===== src/hw/rtl/wwss_pkg.sv =====
`timescale 1ns / 1ps
`default_nettype none

package wwss_pkg;

    // configuration register indexes
    localparam int CFG_IDX_W = 3;
    typedef enum logic [CFG_IDX_W-1:0] {
        CFG_PLAIN_MODE  = 3'd0,
        CFG_PRE_SET_LO  = 3'd1,
        CFG_PRE_SET_HI  = 3'd2,
        CFG_FOL_SET_LO  = 3'd3,
        CFG_FOL_SET_HI  = 3'd4
    } cfg_index_t;

    // input kinds carried on tuser
    localparam logic OP_PATTERN = 1'b0;
    localparam logic OP_TEXT    = 1'b1;

    localparam logic [7:0] CR_BYTE = 8'd13;
    localparam int POS_W = 16;

    typedef logic [7:0] byte_t;

    typedef struct packed {
        logic         plain_mode;
        logic [127:0] pre_set;
        logic [127:0] fol_set;
        logic         pre_empty;
        logic         fol_empty;
    } cfg_t;

    typedef struct packed {
        logic             found;
        logic [POS_W-1:0] match_start;
    } result_t;

    // ascii bitmap lookup, codes of 128 and up are never members
    function automatic logic in_set(input logic [127:0] set, input byte_t b);
        return !b[7] && set[b[6:0]];
    endfunction

endpackage

`default_nettype wire


===== src/hw/rtl/wwss_cfg_regs.sv =====
`timescale 1ns / 1ps
`default_nettype none

module wwss_cfg_regs
    import wwss_pkg::*;
(
    input  wire logic                 clk,
    input  wire logic                 rst_n,
    input  wire logic                 wr_en,
    input  wire logic [CFG_IDX_W-1:0] wr_index,
    input  wire logic [63:0]          wr_data,
    output cfg_t                      cfg
);

    logic         plain_reg;
    logic [127:0] pre_set_reg;
    logic [127:0] fol_set_reg;

    always_ff @(posedge clk or negedge rst_n)
    begin
        if (!rst_n)
        begin
            plain_reg   <= 1'b0;
            pre_set_reg <= '0;
            fol_set_reg <= '0;
        end
        else if (wr_en)
        begin
            case (cfg_index_t'(wr_index))
                CFG_PLAIN_MODE: plain_reg            <= wr_data[0];
                CFG_PRE_SET_LO: pre_set_reg[63:0]    <= wr_data;
                CFG_PRE_SET_HI: pre_set_reg[127:64]  <= wr_data;
                CFG_FOL_SET_LO: fol_set_reg[63:0]    <= wr_data;
                CFG_FOL_SET_HI: fol_set_reg[127:64]  <= wr_data;
                default: ;
            endcase
        end
    end

    always_comb
    begin
        cfg.plain_mode = plain_reg;
        cfg.pre_set    = pre_set_reg;
        cfg.fol_set    = fol_set_reg;
        cfg.pre_empty  = (pre_set_reg == '0);
        cfg.fol_empty  = (fol_set_reg == '0);
    end

endmodule

`default_nettype wire


===== src/hw/rtl/wwss_pattern.sv =====
`timescale 1ns / 1ps
`default_nettype none

module wwss_pattern
    import wwss_pkg::*;
#(
    parameter int MAX_PATTERN = 32,
    parameter int LEN_W       = $clog2(MAX_PATTERN + 1)
)
(
    input  wire logic                         clk,
    input  wire logic                         rst_n,
    input  wire logic                         load,
    input  wire logic [7:0]                   data_byte,
    input  wire logic                         last,
    // newest pattern byte at index 0
    output logic [MAX_PATTERN-1:0][7:0]       rev_pat,
    output logic [LEN_W-1:0]                  pat_len
);

    logic [MAX_PATTERN-1:0][7:0] rev_reg;
    logic [MAX_PATTERN-1:0][7:0] rev_next;
    logic [LEN_W-1:0]            len_reg;
    logic [LEN_W-1:0]            len_next;
    logic                        restart_reg;
    logic                        restart_next;
    logic [LEN_W-1:0]            len_base;
    logic                        room;

    always_comb
    begin
        len_base     = restart_reg ? '0 : len_reg;
        room         = (len_base < LEN_W'(MAX_PATTERN));
        rev_next     = rev_reg;
        len_next     = len_reg;
        restart_next = restart_reg;
        if (load)
        begin
            len_next     = len_base;
            restart_next = last;
            if (room)
            begin
                rev_next[0] = data_byte;
                for (int j = 1; j < MAX_PATTERN; j++)
                begin
                    rev_next[j] = rev_reg[j-1];
                end
                len_next = len_base + 1'b1;
            end
        end
    end

    // pattern bytes are payload, only entries below the length are read
    always_ff @(posedge clk)
    begin
        rev_reg <= rev_next;
    end

    always_ff @(posedge clk or negedge rst_n)
    begin
        if (!rst_n)
        begin
            len_reg     <= '0;
            restart_reg <= 1'b1;
        end
        else
        begin
            len_reg     <= len_next;
            restart_reg <= restart_next;
        end
    end

    assign rev_pat = rev_reg;
    assign pat_len = len_reg;

    a_len_bound: assert property (@(posedge clk) disable iff (!rst_n)
        len_reg <= LEN_W'(MAX_PATTERN))
        else $error("pattern length beyond capacity");

endmodule

`default_nettype wire


===== src/hw/rtl/wwss_matcher.sv =====
`timescale 1ns / 1ps
`default_nettype none

module wwss_matcher
    import wwss_pkg::*;
#(
    parameter int MAX_PATTERN = 32,
    parameter int MAX_TEXT    = 65536,
    parameter int LEN_W       = $clog2(MAX_PATTERN + 1)
)
(
    input  wire logic                         clk,
    input  wire logic                         rst_n,
    input  wire logic                         step,
    input  wire logic [7:0]                   data_byte,
    input  wire logic                         last,
    input  wire logic [MAX_PATTERN-1:0][7:0]  rev_pat,
    input  wire logic [LEN_W-1:0]             pat_len,
    input  wire cfg_t                         cfg,
    output result_t                           result
);

    localparam int IDX_W = (MAX_PATTERN > 1) ? $clog2(MAX_PATTERN) : 1;
    localparam int unsigned POS_MAX = (MAX_TEXT - 1 > 65535) ? 65535 : MAX_TEXT - 1;

    logic [MAX_PATTERN-1:0][7:0] win_reg;
    logic [MAX_PATTERN-1:0][7:0] win_next;
    logic [POS_W-1:0]            pos_reg;
    logic [POS_W-1:0]            pos_next;
    logic                        seen_reg;
    logic                        seen_next;
    logic [POS_W-1:0]            idx_reg;
    logic [POS_W-1:0]            idx_next;
    logic                        pend_reg;
    logic                        pend_next;
    logic [POS_W-1:0]            pend_start_reg;
    logic [POS_W-1:0]            pend_start_next;

    logic [MAX_PATTERN-1:0]      eq_vec;
    logic                        hit;
    logic                        long_enough;
    logic [POS_W:0]              pos_plus;
    logic [POS_W-1:0]            start;
    logic [IDX_W-1:0]            pre_idx;
    byte_t                       pre_byte;
    logic                        pre_ok;
    logic                        pend_ok;
    logic                        seen_mid;
    logic [POS_W-1:0]            idx_mid;
    logic                        cand;

    always_comb
    begin
        // window after shifting in the current byte
        win_next[0] = data_byte;
        for (int j = 1; j < MAX_PATTERN; j++)
        begin
            win_next[j] = win_reg[j-1];
        end

        for (int j = 0; j < MAX_PATTERN; j++)
        begin
            eq_vec[j] = (LEN_W'(j) >= pat_len) || (win_next[j] == rev_pat[j]);
        end
        hit = (&eq_vec) && (pat_len != '0);

        pos_plus    = {1'b0, pos_reg} + 1'b1;
        long_enough = (pos_plus >= (POS_W+1)'(pat_len));
        start       = POS_W'(pos_plus - (POS_W+1)'(pat_len));

        // byte just before the occurrence
        pre_idx  = IDX_W'(pat_len - 1'b1);
        pre_byte = win_reg[pre_idx];
        pre_ok   = (start == '0) || cfg.pre_empty || in_set(cfg.pre_set, pre_byte);

        // resolve the occurrence waiting for its following byte
        pend_ok  = pend_reg && !seen_reg &&
                   ((data_byte == CR_BYTE) || cfg.fol_empty || in_set(cfg.fol_set, data_byte));
        seen_mid = seen_reg || pend_ok;
        idx_mid  = pend_ok ? pend_start_reg : idx_reg;

        cand = !seen_mid && hit && long_enough;

        seen_next       = seen_mid;
        idx_next        = idx_mid;
        pend_next       = 1'b0;
        pend_start_next = pend_start_reg;
        if (cand)
        begin
            if (cfg.plain_mode || (pre_ok && last))
            begin
                seen_next = 1'b1;
                idx_next  = start;
            end
            else if (pre_ok)
            begin
                pend_next       = 1'b1;
                pend_start_next = start;
            end
        end

        pos_next = (pos_reg < POS_W'(POS_MAX)) ? pos_reg + 1'b1 : pos_reg;

        result.found       = seen_next;
        result.match_start = seen_next ? idx_next : '0;
    end

    always_ff @(posedge clk)
    begin
        if (step)
        begin
            win_reg        <= win_next;
            pend_start_reg <= pend_start_next;
        end
    end

    always_ff @(posedge clk or negedge rst_n)
    begin
        if (!rst_n)
        begin
            pos_reg  <= '0;
            seen_reg <= 1'b0;
            idx_reg  <= '0;
            pend_reg <= 1'b0;
        end
        else if (step)
        begin
            if (last)
            begin
                // end of text, start the next one clean
                pos_reg  <= '0;
                seen_reg <= 1'b0;
                idx_reg  <= '0;
                pend_reg <= 1'b0;
            end
            else
            begin
                pos_reg  <= pos_next;
                seen_reg <= seen_next;
                idx_reg  <= idx_next;
                pend_reg <= pend_next;
            end
        end
    end

    a_pend_excl: assert property (@(posedge clk) disable iff (!rst_n)
        pend_reg |-> !seen_reg)
        else $error("pending occurrence while a match is already held");

    a_text_clear: assert property (@(posedge clk) disable iff (!rst_n)
        (step && last) |=> (pos_reg == '0 && !seen_reg && !pend_reg))
        else $error("text state not cleared after final byte");

    a_idx_zero: assert property (@(posedge clk) disable iff (!rst_n)
        !seen_reg |-> (idx_reg == '0))
        else $error("match index set without a match");

endmodule

`default_nettype wire


===== src/hw/rtl/whole_word_substring_search_unit.sv =====
`timescale 1ns / 1ps
`default_nettype none

// whole-word substring search
// s_axis: one byte per transfer. tuser is the kind: 0 appends a pattern byte,
//   1 is a text byte. tlast closes the pattern (next pattern byte starts a new
//   one) or closes the text.
// m_axis: one result per text, sent after the text byte with tlast. tdata
//   holds found and the start index of the first qualifying match (0 if none).
// cfg: write channel, always ready; index selects plain mode or one 64-bit
//   half of the preceding or following delimiter bitmap. write only when idle.
// throughput: one byte per cycle unless a final text byte waits for m_axis.
//   the whole window compare (all pattern positions in parallel) and the
//   match bookkeeping sit between the input register and the state/result
//   registers. a final text byte goes into the input register, then into the
//   result register once that is free, and the result shows on m_axis.
// stall: while a result waits on m_axis, pattern bytes and non-final text
//   bytes keep flowing; a second final text byte waits in the input register.
// reset: pattern length zero, text state cleared, all bitmaps zero, plain
//   mode off; no clearing pass, the block is ready right after reset.
module whole_word_substring_search_unit
    import wwss_pkg::*;
#(
    parameter int MAX_PATTERN = 32,
    parameter int MAX_TEXT    = 65536
)
(
    input  wire logic                 clk,
    input  wire logic                 rst_n,
    input  wire logic                 s_axis_tvalid,
    output logic                      s_axis_tready,
    input  wire logic [7:0]           s_axis_tdata,   // [7:0] data_byte
    input  wire logic                 s_axis_tuser,   // [0] op
    input  wire logic                 s_axis_tlast,
    output logic                      m_axis_tvalid,
    input  wire logic                 m_axis_tready,
    output logic [23:0]               m_axis_tdata,   // [0] found, [16:1] match_start
    input  wire logic                 cfg_valid,
    output logic                      cfg_ready,
    input  wire logic [CFG_IDX_W-1:0] cfg_index,
    input  wire logic [63:0]          cfg_data
);

    localparam int LEN_W = $clog2(MAX_PATTERN + 1);

    // input register
    logic       in_valid_reg;
    logic       in_op_reg;
    logic [7:0] in_byte_reg;
    logic       in_last_reg;

    // result register
    logic       out_valid_reg;
    result_t    out_reg;

    logic       in_xfer;
    logic       advance;
    logic       gives_result;
    logic       fire_result;

    cfg_t                        cfg;
    logic [MAX_PATTERN-1:0][7:0] rev_pat;
    logic [LEN_W-1:0]            pat_len;
    result_t                     result;

    assign cfg_ready = 1'b1;

    wwss_cfg_regs u_cfg (
        .clk      (clk),
        .rst_n    (rst_n),
        .wr_en    (cfg_valid && cfg_ready),
        .wr_index (cfg_index),
        .wr_data  (cfg_data),
        .cfg      (cfg)
    );

    // a final text byte needs the result register free
    assign gives_result  = (in_op_reg == OP_TEXT) && in_last_reg;
    assign advance       = in_valid_reg && (!gives_result || !out_valid_reg || m_axis_tready);
    assign fire_result   = advance && gives_result;
    assign s_axis_tready = !in_valid_reg || advance;
    assign in_xfer       = s_axis_tvalid && s_axis_tready;

    always_ff @(posedge clk)
    begin
        if (in_xfer)
        begin
            in_op_reg   <= s_axis_tuser;
            in_byte_reg <= s_axis_tdata;
            in_last_reg <= s_axis_tlast;
        end
    end

    always_ff @(posedge clk or negedge rst_n)
    begin
        if (!rst_n)
        begin
            in_valid_reg <= 1'b0;
        end
        else if (s_axis_tready)
        begin
            in_valid_reg <= s_axis_tvalid;
        end
    end

    wwss_pattern #(
        .MAX_PATTERN (MAX_PATTERN),
        .LEN_W       (LEN_W)
    ) u_pattern (
        .clk       (clk),
        .rst_n     (rst_n),
        .load      (advance && (in_op_reg == OP_PATTERN)),
        .data_byte (in_byte_reg),
        .last      (in_last_reg),
        .rev_pat   (rev_pat),
        .pat_len   (pat_len)
    );

    wwss_matcher #(
        .MAX_PATTERN (MAX_PATTERN),
        .MAX_TEXT    (MAX_TEXT),
        .LEN_W       (LEN_W)
    ) u_matcher (
        .clk       (clk),
        .rst_n     (rst_n),
        .step      (advance && (in_op_reg == OP_TEXT)),
        .data_byte (in_byte_reg),
        .last      (in_last_reg),
        .rev_pat   (rev_pat),
        .pat_len   (pat_len),
        .cfg       (cfg),
        .result    (result)
    );

    always_ff @(posedge clk)
    begin
        if (fire_result)
        begin
            out_reg <= result;
        end
    end

    always_ff @(posedge clk or negedge rst_n)
    begin
        if (!rst_n)
        begin
            out_valid_reg <= 1'b0;
        end
        else if (fire_result)
        begin
            out_valid_reg <= 1'b1;
        end
        else if (m_axis_tready)
        begin
            out_valid_reg <= 1'b0;
        end
    end

    assign m_axis_tvalid = out_valid_reg;
    assign m_axis_tdata  = {7'd0, out_reg.match_start, out_reg.found};

    a_result_source: assert property (@(posedge clk) disable iff (!rst_n)
        $rose(out_valid_reg) |-> $past(fire_result))
        else $error("result raised without a final text byte");

    a_start_zero: assert property (@(posedge clk) disable iff (!rst_n)
        (out_valid_reg && !out_reg.found) |-> (out_reg.match_start == '0))
        else $error("nonzero start index without a match");

    a_no_overwrite: assert property (@(posedge clk) disable iff (!rst_n)
        (out_valid_reg && !m_axis_tready) |-> !fire_result)
        else $error("result overwritten while stalled");

endmodule

`default_nettype wire


===== config.mk =====
export PLATFORM = sky130hd
export DESIGN_NAME = whole_word_substring_search_unit
export DESIGN_NICKNAME = d
export VERILOG_FILES = /design/src/hw/rtl/wwss_pkg.sv /design/src/hw/rtl/wwss_cfg_regs.sv /design/src/hw/rtl/wwss_pattern.sv /design/src/hw/rtl/wwss_matcher.sv /design/src/hw/rtl/whole_word_substring_search_unit.sv
export SDC_FILE = /design/constraint.sdc
export NUM_CORES = 1
export LEC_CHECK = 0
export BUFFER_PORTS_ARGS = -buffer_cell sky130_fd_sc_hd__buf_2
export CAP_MARGIN = 20
export CORE_MARGIN = 8
export CORE_UTILIZATION = 60
export DETAILED_ROUTE_END_ITERATION = 12
export PLACE_DENSITY_LB_ADDON = 0.12
export SKIP_CTS_REPAIR_TIMING = 1
export SYNTH_ARGS = -nofsm -noshare
export SYNTH_HDL_FRONTEND = slang
export SYNTH_HIERARCHICAL = 1
export SYNTH_SLANG_ARGS = --single-unit

===== constraint.sdc =====
create_clock -name clk -period 42.5 [get_ports clk]
set_input_delay 10.625 -clock clk [delete_from_list [all_inputs] [get_ports clk]]
set_output_delay 10.625 -clock clk [all_outputs]
set_load 0.1 [all_outputs]

==> impl_results.md, run 1 <==
* CP max stage delay at 290 ps
* H-tree depth at 3
* Syn Area/Cell at 15.4 sq um
* Top sig layer: met4
* Sw frac at 31.9%
* Hold crit path type: reg2reg
* CTS Buf Count at 88
* Ports at 109
* Synth cell types at 92
* TritonRoute pass-1 iters at 6
* Flop pwr share at 42.1%
* GRT Total Usage at 25.8%
* Setup violators final at 0
* DIE HEIGHT at 268 um
* Critical Path Most Common Cell: buf_2
* Worst EP arrival at 11,450 ps
* Post-synthesis cell count at 2,478
* Combinational share of power at 26.9%
* Power Dens Cells at 59.0 mW/mm^2
* IO buf count at 100
* Hold Worst Slack at 454 ps
* Crit Reg-Reg Endpoint: m_axis_tdata[16]
* Top_reg_cell synth: edfxtp_1
* Fin crit share at 51.9%
* Initial core utilization at 60.6%
* Root Buffer Master: clkbuf_16
* R2R Setup Slk at 34,410 ps
* Global-route wire length before repair at 141 mm
* Nets at 2,697
* WL final at 92.6 mm
* Via-to-Cell Ratio at 6.39
* Crit-path leading delay family: simple AND/OR/NAND/NOR gates
* Clock share of power at 31.1%
* Design Power at 2.50 mW
* Crit path time final at 22,080 ps
* Final TNS setup at 0 ps
* Grt total ovfl at 0
* Initial DRC Count at 2,605
* Worst setup path startpoint: m_axis_tready
* Share of post-route cells with drive strength above 1 at 25.3%
* Fin. Hold Viols at 0
* Cell row count at 92
* Synth area leader: edfxtp_1
* Req. time, crit path at 31,870 ps
* Synth top area cells: edfxtp_1 44%, dfrtp_1 20%, mux2_2 7.9%, mux4_2 5.5%, xnor2_1 4.2%
* DRC Markers at 0
* Least-Margin Pin Slew at 1140 ps
* Via count at 22,511
* Post-DR wirelength/cell at 26.3 um
* Hold path depth at 0
* Clk_lat worst skew at 650 ps
* Area grow syn2layout at 11.0%
* Post-layout util at 67.3%
* Crit Path Class: in2out
* Slew Viols, Final at 0
* Netlist Area Pre-Place at 0.0382 sq mm
* CORE AREA at 0.0630 sq mm
* Met2 WL post-DR at 44.0 mm
* Slowest stage cell, crit path: buf_2
* Wl on met1 at 39.1 mm
* Final Skew at 22.7 ps
* DP HPWL at 63.1 mm
* CP Max Fanout at 4
* Gpl congestion at 0.889
* Slew margin rel. at 23.8%
* R2R Path Start: u_pattern/pat_len[0]
* Max-Cap Viols at 0
* End of the critical path: s_axis_tready
* Max clock buf depth at 3
* Initial antenna violation count at 2
* Crit path buffers/inverters at 2
* Register area share after synthesis at 63.4%
* Number of flops mapped to enable cells by yosys at 555
* CP endpoint kind: output port
* Ys async rst share at 35.1%
* Routed Antenna Nets at 0
* P_sw at 0.798 mW
* Worst reg2reg path depth at 16
* Largest register FFs at 256
* Int Pwr at 1.70 mW
* Met3 WL post-DR at 7.38 mm
* Critical-path cell list: buf_2, nand2b_1, or2_1, buf_2
* YS warnings at 6
* RSZ-0062 raised after global routing: no
* N_diodes at 0
* Pin count of the biggest net entering global routing at 188
* Leakage at 15.2 nW
* Vias in the first global route at 23,147
* CTS Sinks at 855
* Run status: finished clean
* Chip Width at 268 um
* Startpoint types: input port
* Register bit total from synthesis at 855
* DIE AREA at 0.0719 sq mm
* Area fraction of the dominant cell type after synthesis at 43.7%
* Levels on crit path at 4
* Max rail drop VDD at 0.0415 mV
* CTS tree: yes
* Clk slew on worst S/H paths at 60 ps
* Fmax at 45.3 MHz
[layout make-up]
class | count | area, sq um
flip-flops and latches | 855 | 24200
fillers | 4338 | 20600
multi-input cells | 1479 | 13200
clock buffers | 115 | 2440
well taps | 846 | 1060
repair buffers | 138 | 856
clock inverters | 47 | 475
inverters | 42 | 158
[metrics by stage]
stage               setup WS (ps)  std cells  instance area [sq um]
floorplan                   16550       2484                  38200
global placement            20450       3356                  39400
detailed placement          20440       3357                  39400
CTS                         20430       3519                  42300
global route                20400       3522                  42400
finish                      20420       3522                  42400
[placed cells by master (no fill, tap or decap), types with 43 or more instances in the layout]
master,netlist,routed
o21ai_0,96,96
o22ai_1,43,43
mux4_2,93,93
edfxtp_1,555,555
nand2_1,101,101
nand4_1,67,67
buf_2,24,99
nor4_1,99,98
xnor2_1,184,184
xor2_1,104,104
dfrtp_1,299,298
mux2_2,268,268
nand3_1,46,46
clkbuf_16,0,89
mux2i_1,73,73
[per-layer routing]
layer	vias to the layer above	track usage, %
li1	9813	-
met1	11618	36.4
met2	920	40.8
met3	160	5.36
met4	0	7.06
met5	-	0
[synthesized netlist by cell type (all sizes together), types with 6 or more instances]
| master | number |
|---|---|
| a221oi | 6 |
| nor3 | 16 |
| a2111oi | 6 |
| nand4 | 67 |
| and3 | 7 |
| a21oi | 34 |
| nor2 | 41 |
| o31ai | 6 |
| mux2i | 74 |
| nor4 | 99 |
| xnor2 | 188 |
| a22o | 16 |
| inv | 41 |
| dfrtp | 299 |
| a31oi | 8 |
| buf | 67 |
| o22ai | 45 |
| o21a | 11 |
| a22oi | 8 |
| nand2b | 9 |
| xor2 | 104 |
| mux2 | 290 |
| o21ai | 97 |
| mux4 | 93 |
| nand3 | 48 |
| clkbuf | 41 |
| edfxtp | 555 |
| ha | 10 |
| nand2 | 101 |
| o2111ai | 7 |
| nor2b | 8 |
| nor3b | 6 |
[cells by family after synthesis]
family | share of synthesized area (%)
XOR/XNOR | 6.78
buffers and inverters | 2.29
flip-flops | 63.4
adder cells (fa/ha/maj) | 0.380
other | 0.0197
multiplexers | 16.1
AO/OA/AOI/OAI | 4.83
AND/OR/NAND/NOR | 6.27
[worst reg2reg max path, stage by stage, from the launching register on]
cell and delay, ps:
dfrtp_4 880, inv_1 370, ha_4 660, buf_4 690
mux2_2 440, o2111ai_1 290, o22ai_2 110, buf_4 240
nor2_4 640, buf_4 550, mux2_1 390, a2111oi_0 410
o21ai_0 140, a2111oi_0 600, nor4_1 280, a311oi_4 880
o22ai_1 220
[power by group through the flow]
stage               clock network (mW)  registers [mW]  logic [mW]
finish                           0.777            1.05       0.671
global route                     0.823            1.06       0.705
CTS                              0.790            1.05       0.659
detailed placement                   0            1.07       0.655
global placement                     0            1.06       0.647
floorplan                            0            1.05       0.465
[how the worst min path moves through the flow]
stage / end / start / slack (ps)
detailed placement: u_pattern/rev_pat[118] / u_pattern/rev_pat[110] / 450
CTS: u_pattern/rev_pat[134] / u_pattern/rev_pat[126] / 460
finish: u_pattern/rev_pat[134] / u_pattern/rev_pat[126] / 450
global placement: u_pattern/rev_pat[249] / u_pattern/rev_pat[241] / 450
floorplan: u_matcher/win_next[8] / in_byte_reg[0] / 440
global route: u_pattern/rev_pat[100] / u_pattern/rev_pat[92] / 470
Power figures use the tool's default switching activity.
==> run 2: changes to the inputs <==
clock period = 21.7 ns   (was 42.5 ns; I/O delays follow)
==> run 2 against run 1 <==
  * Power grew 92%
  * Sequential share of layout area up 0.37 points
  * Count of clock-buffer cells in the layout grew 4
  * Routed wire length increased by 0.54%
  * Sequential power rose by 96%
  * Via count is 1.2% higher
  * Combinational power up 95%
  * Die area unchanged
  * Critical path type unchanged
==> impl_results.md, run 2 (synthesis results as in run 1) <==
* Run status: finished clean (unchanged)
* Vias in the first global route at 23,178 (was 23,147)
* Max clock buf depth at 3 (unchanged)
* CTS Buf Count at 88 (unchanged)
* Clk_lat worst skew at 640 ps (was 650 ps)
* IO buf count at 100 (unchanged)
* Power Dens Cells at 114 mW/mm^2 (was 59.0 mW/mm^2)
* Least-Margin Pin Slew at 1250 ps (was 1140 ps)
* Worst setup path startpoint: m_axis_tready (unchanged)
* WL final at 93.1 mm (was 92.6 mm)
* Slew Viols, Final at 0 (unchanged)
* Initial antenna violation count at 3 (was 2)
* Worst EP arrival at 6250 ps (was 11,450 ps)
* R2R Path Start: u_pattern/pat_len[0] (unchanged)
* Setup violators final at 0 (unchanged)
* Max rail drop VDD at 0.0947 mV (was 0.0415 mV)
* Startpoint types: input port (unchanged)
* GRT Total Usage at 25.9% (was 25.8%)
* Register area at 0.0242 sq mm (unchanged)
* Clk slew on worst S/H paths at 60 ps (about the same)
* Placed cell areas at 0.0394 sq mm (about the same)
* Design Power at 4.81 mW (was 2.50 mW)
* Critical-path cell list: buf_2, nand2b_1, or2_1, buf_2 (unchanged)
* Crit Path Class: in2out (unchanged)
* Routed Antenna Nets at 0 (unchanged)
* Hold Startpoint: u_pattern/rev_pat[117] (was u_pattern/rev_pat[126])
* DIE AREA at 0.0719 sq mm (unchanged)
* DIE HEIGHT at 268 um (unchanged)
* CTS Sinks at 855 (unchanged)
* CP endpoint kind: output port (unchanged)
* Ports at 109 (unchanged)
* Slew margin rel. at 16.3% (was 23.8%)
* Crit path time final at 11,670 ps
* Slowest stage cell, crit path: buf_2 (unchanged)
* Via count at 22,790 (was 22,511)
* Max-Cap Viols at 0 (unchanged)
* Most common cell after layout, fill and taps aside: edfxtp_1 (unchanged)
* M2 GR Usage at 41.4% (was 40.8%)
* Most used routing layer: met2 (unchanged)
* Final Skew at 24.9 ps (was 22.7 ps)
* Share of post-route cells with drive strength above 1 at 24.8% (was 25.3%)
* Nets at 2,692 (was 2,697)
* Final TNS setup at 0 ps (unchanged)
* DP HPWL at 63.8 mm (was 63.1 mm)
* Initial core utilization at 60.6% (unchanged)
* Root Buffer Master: clkbuf_16 (unchanged)
* Fin. Hold Viols at 0 (unchanged)
* Pin count of the biggest net entering global routing at 209 (was 188)
* Post-DR wirelength/cell at 26.5 um (was 26.3 um)
* H-tree depth at 3 (unchanged)
* Chip Width at 268 um (unchanged)
* Fillers at 4,427 (was 4,338)
* Cell row count at 92 (unchanged)
* Multi-input logic area at 0.0132 sq mm (unchanged)
* Area grow syn2layout at 10.3% (was 11.0%)
* RSZ-0062 raised after global routing: no (unchanged)
* CP Max Fanout at 4 (unchanged)
* CTS tree: yes (unchanged)
* GR Util met3 at 5.61% (was 5.36%)
* Largest register FFs at 256 (unchanged)
* Most frequent cells in the layout: 555 x edfxtp_1, 298 x dfrtp_1, 268 x mux2_2, 184 x xnor2_1, 104 x xor2_1 (unchanged)
* Gpl congestion at 0.903 (was 0.889)
* Req. time, crit path at 16,270 ps (was 31,870 ps)
* GR Util met1 at 36.3% (was 36.4%)
* N_diodes at 0 (unchanged)
* TritonRoute pass-1 iters at 8 (was 6)
* Fmax at 85.7 MHz
* Critical Path Most Common Cell: buf_2 (unchanged)
* Hold crit path type: reg2reg (unchanged)
* CORE AREA at 0.0630 sq mm (unchanged)
* Via-to-Cell Ratio at 6.49 (was 6.39)
* Global-route wire length before repair at 142 mm (was 141 mm)
* Leakage at 15.0 nW (was 15.2 nW)
* Initial DRC Count at 2,637 (was 2,605)
* DRC Markers at 0 (unchanged)
* Grt total ovfl at 0 (unchanged)
* Design area at 0.0421 sq mm (was 0.0424 sq mm)
* CP max stage delay at 290 ps (about the same)
* Fin crit share at 53.8%
## run 2: routing by layer
layer	vias up	part of all wire, %
met1	11897	42
met4	2	2.3
met2	941	48
met5	-	0.0097
met3	161	8.0
li1	9789	-
## run 2: cell type report
cell class	count	share of cell area (%)
sequential	855	57.4
multi-input combinational	1479	31.3
clock buffer	119	5.70
tap	846	2.51
timing repair buffer	133	1.88
clock inverter	40	0.746
inverter	42	0.375
## run 2: path summary, 6_finish.rpt
path	endpoint	slack, ps	cells past startpoint
setup / recovery	s_axis_tready	10030	4
hold / removal	u_pattern/rev_pat[125]	460	0
setup reg to reg	m_axis_tdata[1]	13550	16
hold reg to reg	u_pattern/rev_pat[125]	460	0
max in group asynchronous	u_cfg/fol_set_reg[78]	15170	2
min in group asynchronous	u_matcher/idx_reg[11]	4790	1
## run 2: stage by stage
stage / hold slack, ps / std cells / util, % / worst slack (ps)
2_1_floorplan: 439 / 2484 / - / 949
3_3_place_gp: 449 / 3354 / 62.5 / 10040
3_5_place_dp: 456 / 3355 / 62.5 / 10030
4_1_cts: 465 / 3514 / 66.8 / 10030
5_1_grt: 470 / 3514 / 66.8 / 10000
6_report: 461 / 3514 / 66.8 / 10030
## run 2: power by group
group / switching (mW) / total [mW] / internal (mW)
Clock: 0.613 / 1.44 / 0.823
Sequential: 0.153 / 2.06 / 1.91
Combinational: 0.778 / 1.31 / 0.533
Total: 1.54 / 4.81 / 3.26
## run 2: critical path: cells and delay by family
kind | cells | cell delay, ps
AND/OR/NAND/NOR | 2 | 420
buffers and inverters | 2 | 390
==> run 3: changes to the inputs <==
clock period = 11.98 ns   (was 21.7 ns; I/O delays follow)
==> run 3 against run 2 <==
  * Power increased by 84%
  * Critical endpoint is now m_axis_tdata[6]
  * Combinational power increased by 73%
  * Final area increased by 0.62%
  * Largest power group unchanged
  * Final cell count about the same
  * Worst setup slack got worse by 5400 ps
  * Largest cell class unchanged
==> impl_results.md, run 3 (synthesis results as in run 1) <==
* Run status: finished clean (unchanged)
* Worst setup path startpoint: u_pattern/pat_len[0] (was m_axis_tready)
* Vias in the first global route at 22,832 (was 23,178)
* Share of post-route cells with drive strength above 1 at 25.3% (was 24.8%)
* Largest register FFs at 256 (unchanged)
* Via count at 22,485 (was 22,790)
* Root Buffer Master: clkbuf_16 (unchanged)
* Req. time, crit path at 12,320 ps (was 16,270 ps)
* CORE AREA at 0.0630 sq mm (unchanged)
* Slew Viols, Final at 0 (unchanged)
* DRC Markers at 0 (unchanged)
* Crit Path Class: reg2reg (was in2out)
* Power Dens Cells at 209 mW/mm^2 (was 114 mW/mm^2)
* WL final at 93.1 mm (about the same)
* Cell row count at 92 (unchanged)
* Fmax at 135 MHz
* Hold Startpoint: u_pattern/rev_pat[49] (was u_pattern/rev_pat[117])
* Fin. Hold Viols at 0 (unchanged)
* Leakage at 15.2 nW (was 15.0 nW)
* Crit path time final at 7400 ps
* H-tree depth at 3 (unchanged)
* Initial antenna violation count at 4 (was 3)
* CTS Buf Count at 87 (was 88)
* Hold Worst Slack at 459 ps (was 461 ps)
* Gpl congestion at 0.934 (was 0.903)
* DIE AREA at 0.0719 sq mm (unchanged)
* Fin crit share at 61.7%
* Max rail drop VDD at 0.188 mV (was 0.0947 mV)
* Initial DRC Count at 2,614 (was 2,637)
* IO buf count at 100 (unchanged)
* Post-layout util at 67.3% (was 66.8%)
* Chip Width at 268 um (unchanged)
* CP Max Fanout at 44 (was 4)
* Clk slew on worst S/H paths at 60 ps (about the same)
* Pin count of the biggest net entering global routing at 179 (was 209)
* Most common cell after layout, fill and taps aside: edfxtp_1 (unchanged)
* Clk_lat worst skew at 650 ps (was 640 ps)
* Setup violators final at 0 (unchanged)
* DIE HEIGHT at 268 um (unchanged)
* Area grow syn2layout at 11.0% (was 10.3%)
* Global-route wire length before repair at 141 mm (was 142 mm)
* CTS tree: yes (unchanged)
* Via-to-Cell Ratio at 6.39 (was 6.49)
* GRT Total Usage at 25.9% (about the same)
* Nets at 2,691 (was 2,692)
* RSZ-0062 raised after global routing: no (unchanged)
* Fillers at 4,298 (was 4,427)
* Post-DR wirelength/cell at 26.5 um (about the same)
* Startpoint types: register (was input port)
* Final TNS setup at 0 ps (unchanged)
* Slew margin rel. at 27.4% (was 16.3%)
* Max clock buf depth at 3 (unchanged)
* R2R Path Start: u_pattern/pat_len[0] (unchanged)
* Routed Antenna Nets at 0 (unchanged)
* Final Skew at 24.6 ps (was 24.9 ps)
* Most frequent cells in the layout: 555 x edfxtp_1, 298 x dfrtp_1, 268 x mux2_2, 184 x xnor2_1, 104 x xor2_1 (unchanged)
* CTS Sinks at 855 (unchanged)
* CP endpoint kind: register (was output port)
* Worst EP arrival at 7740 ps (was 6250 ps)
* Ports at 109 (unchanged)
* Max-Cap Viols at 0 (unchanged)
* Least-Margin Pin Slew at 1090 ps (was 1250 ps)
* Hold crit path type: reg2reg (unchanged)
* TritonRoute pass-1 iters at 8 (unchanged)
* Grt total ovfl at 0 (unchanged)
* Initial core utilization at 60.6% (unchanged)
* DP HPWL at 64.8 mm (was 63.8 mm)
-- run 3: power by group --
part           total, mW  switching (mW)  internal, mW
clock network       2.81            1.14          1.67
logic               2.27            1.32         0.958
registers           3.76           0.300          3.46
-- run 3: critical path, stage by stage (launching register included) --
cell and delay, ps:
dfrtp_4 750, inv_1 310, ha_4 650, buf_4 650
mux2_2 410, o2111ai_1 270, o22ai_2 100, buf_4 220
nor2_4 510, buf_4 490, mux2_2 390, a2111oi_0 380
o21ai_0 130, a2111oi_0 550, nor4_1 90, buf_2 190
a311oi_4 790, o22ai_1 180
-- run 3: per-layer routing --
metal  vias up  part of all wire (%)  wire length, um  GRT usage, %
li1       9796                     -                -             -
met1     11587                    41            38500          36.1
met2       919                    47            44100          40.5
met3       181                   8.3             7690          6.22
met4         2                   3.0             2770          7.98
met5         -                 0.013               12             0
-- run 3: area by class of cell --
| type | count | area [sq um] | area share [%] |
|---|---|---|---|
| sequential | 855 | 24200 | 57.1 |
| multi-input combinational | 1479 | 13200 | 31.1 |
| clock buffer | 115 | 2390 | 5.65 |
| tap | 846 | 1060 | 2.50 |
| timing repair buffer | 133 | 781 | 1.84 |
| clock inverter | 46 | 594 | 1.40 |
| inverter | 42 | 158 | 0.372 |
| antenna | 1 | 2.50 | 0.00591 |
-- run 3: final timing paths --
path                                    endpoint  slack (ps)  depth (start not counted)
min in group asynchronous   u_matcher/pos_reg[8]        2400                          1
min                        u_pattern/rev_pat[57]         460                          0
min reg2reg                u_pattern/rev_pat[57]         460                          0
max                              m_axis_tdata[6]        4580                         17
max in group asynchronous  u_cfg/pre_set_reg[28]        7240                          3
max reg2reg                      m_axis_tdata[6]        4580                         17
-- run 3: per-stage QoR --
stage | std cells | power, mW | worst slack, ps | instance area [sq um]
6_report | 3517 | 8.84 | 4580 | 42300
5_1_grt | 3517 | 9.16 | 4300 | 42300
4_1_cts | 3514 | 8.83 | 4600 | 42300
3_5_place_dp | 3353 | 6.02 | 4640 | 39300
3_3_place_gp | 3351 | 5.95 | 4780 | 39300
2_1_floorplan | 2484 | 5.34 | 2060 | 38200
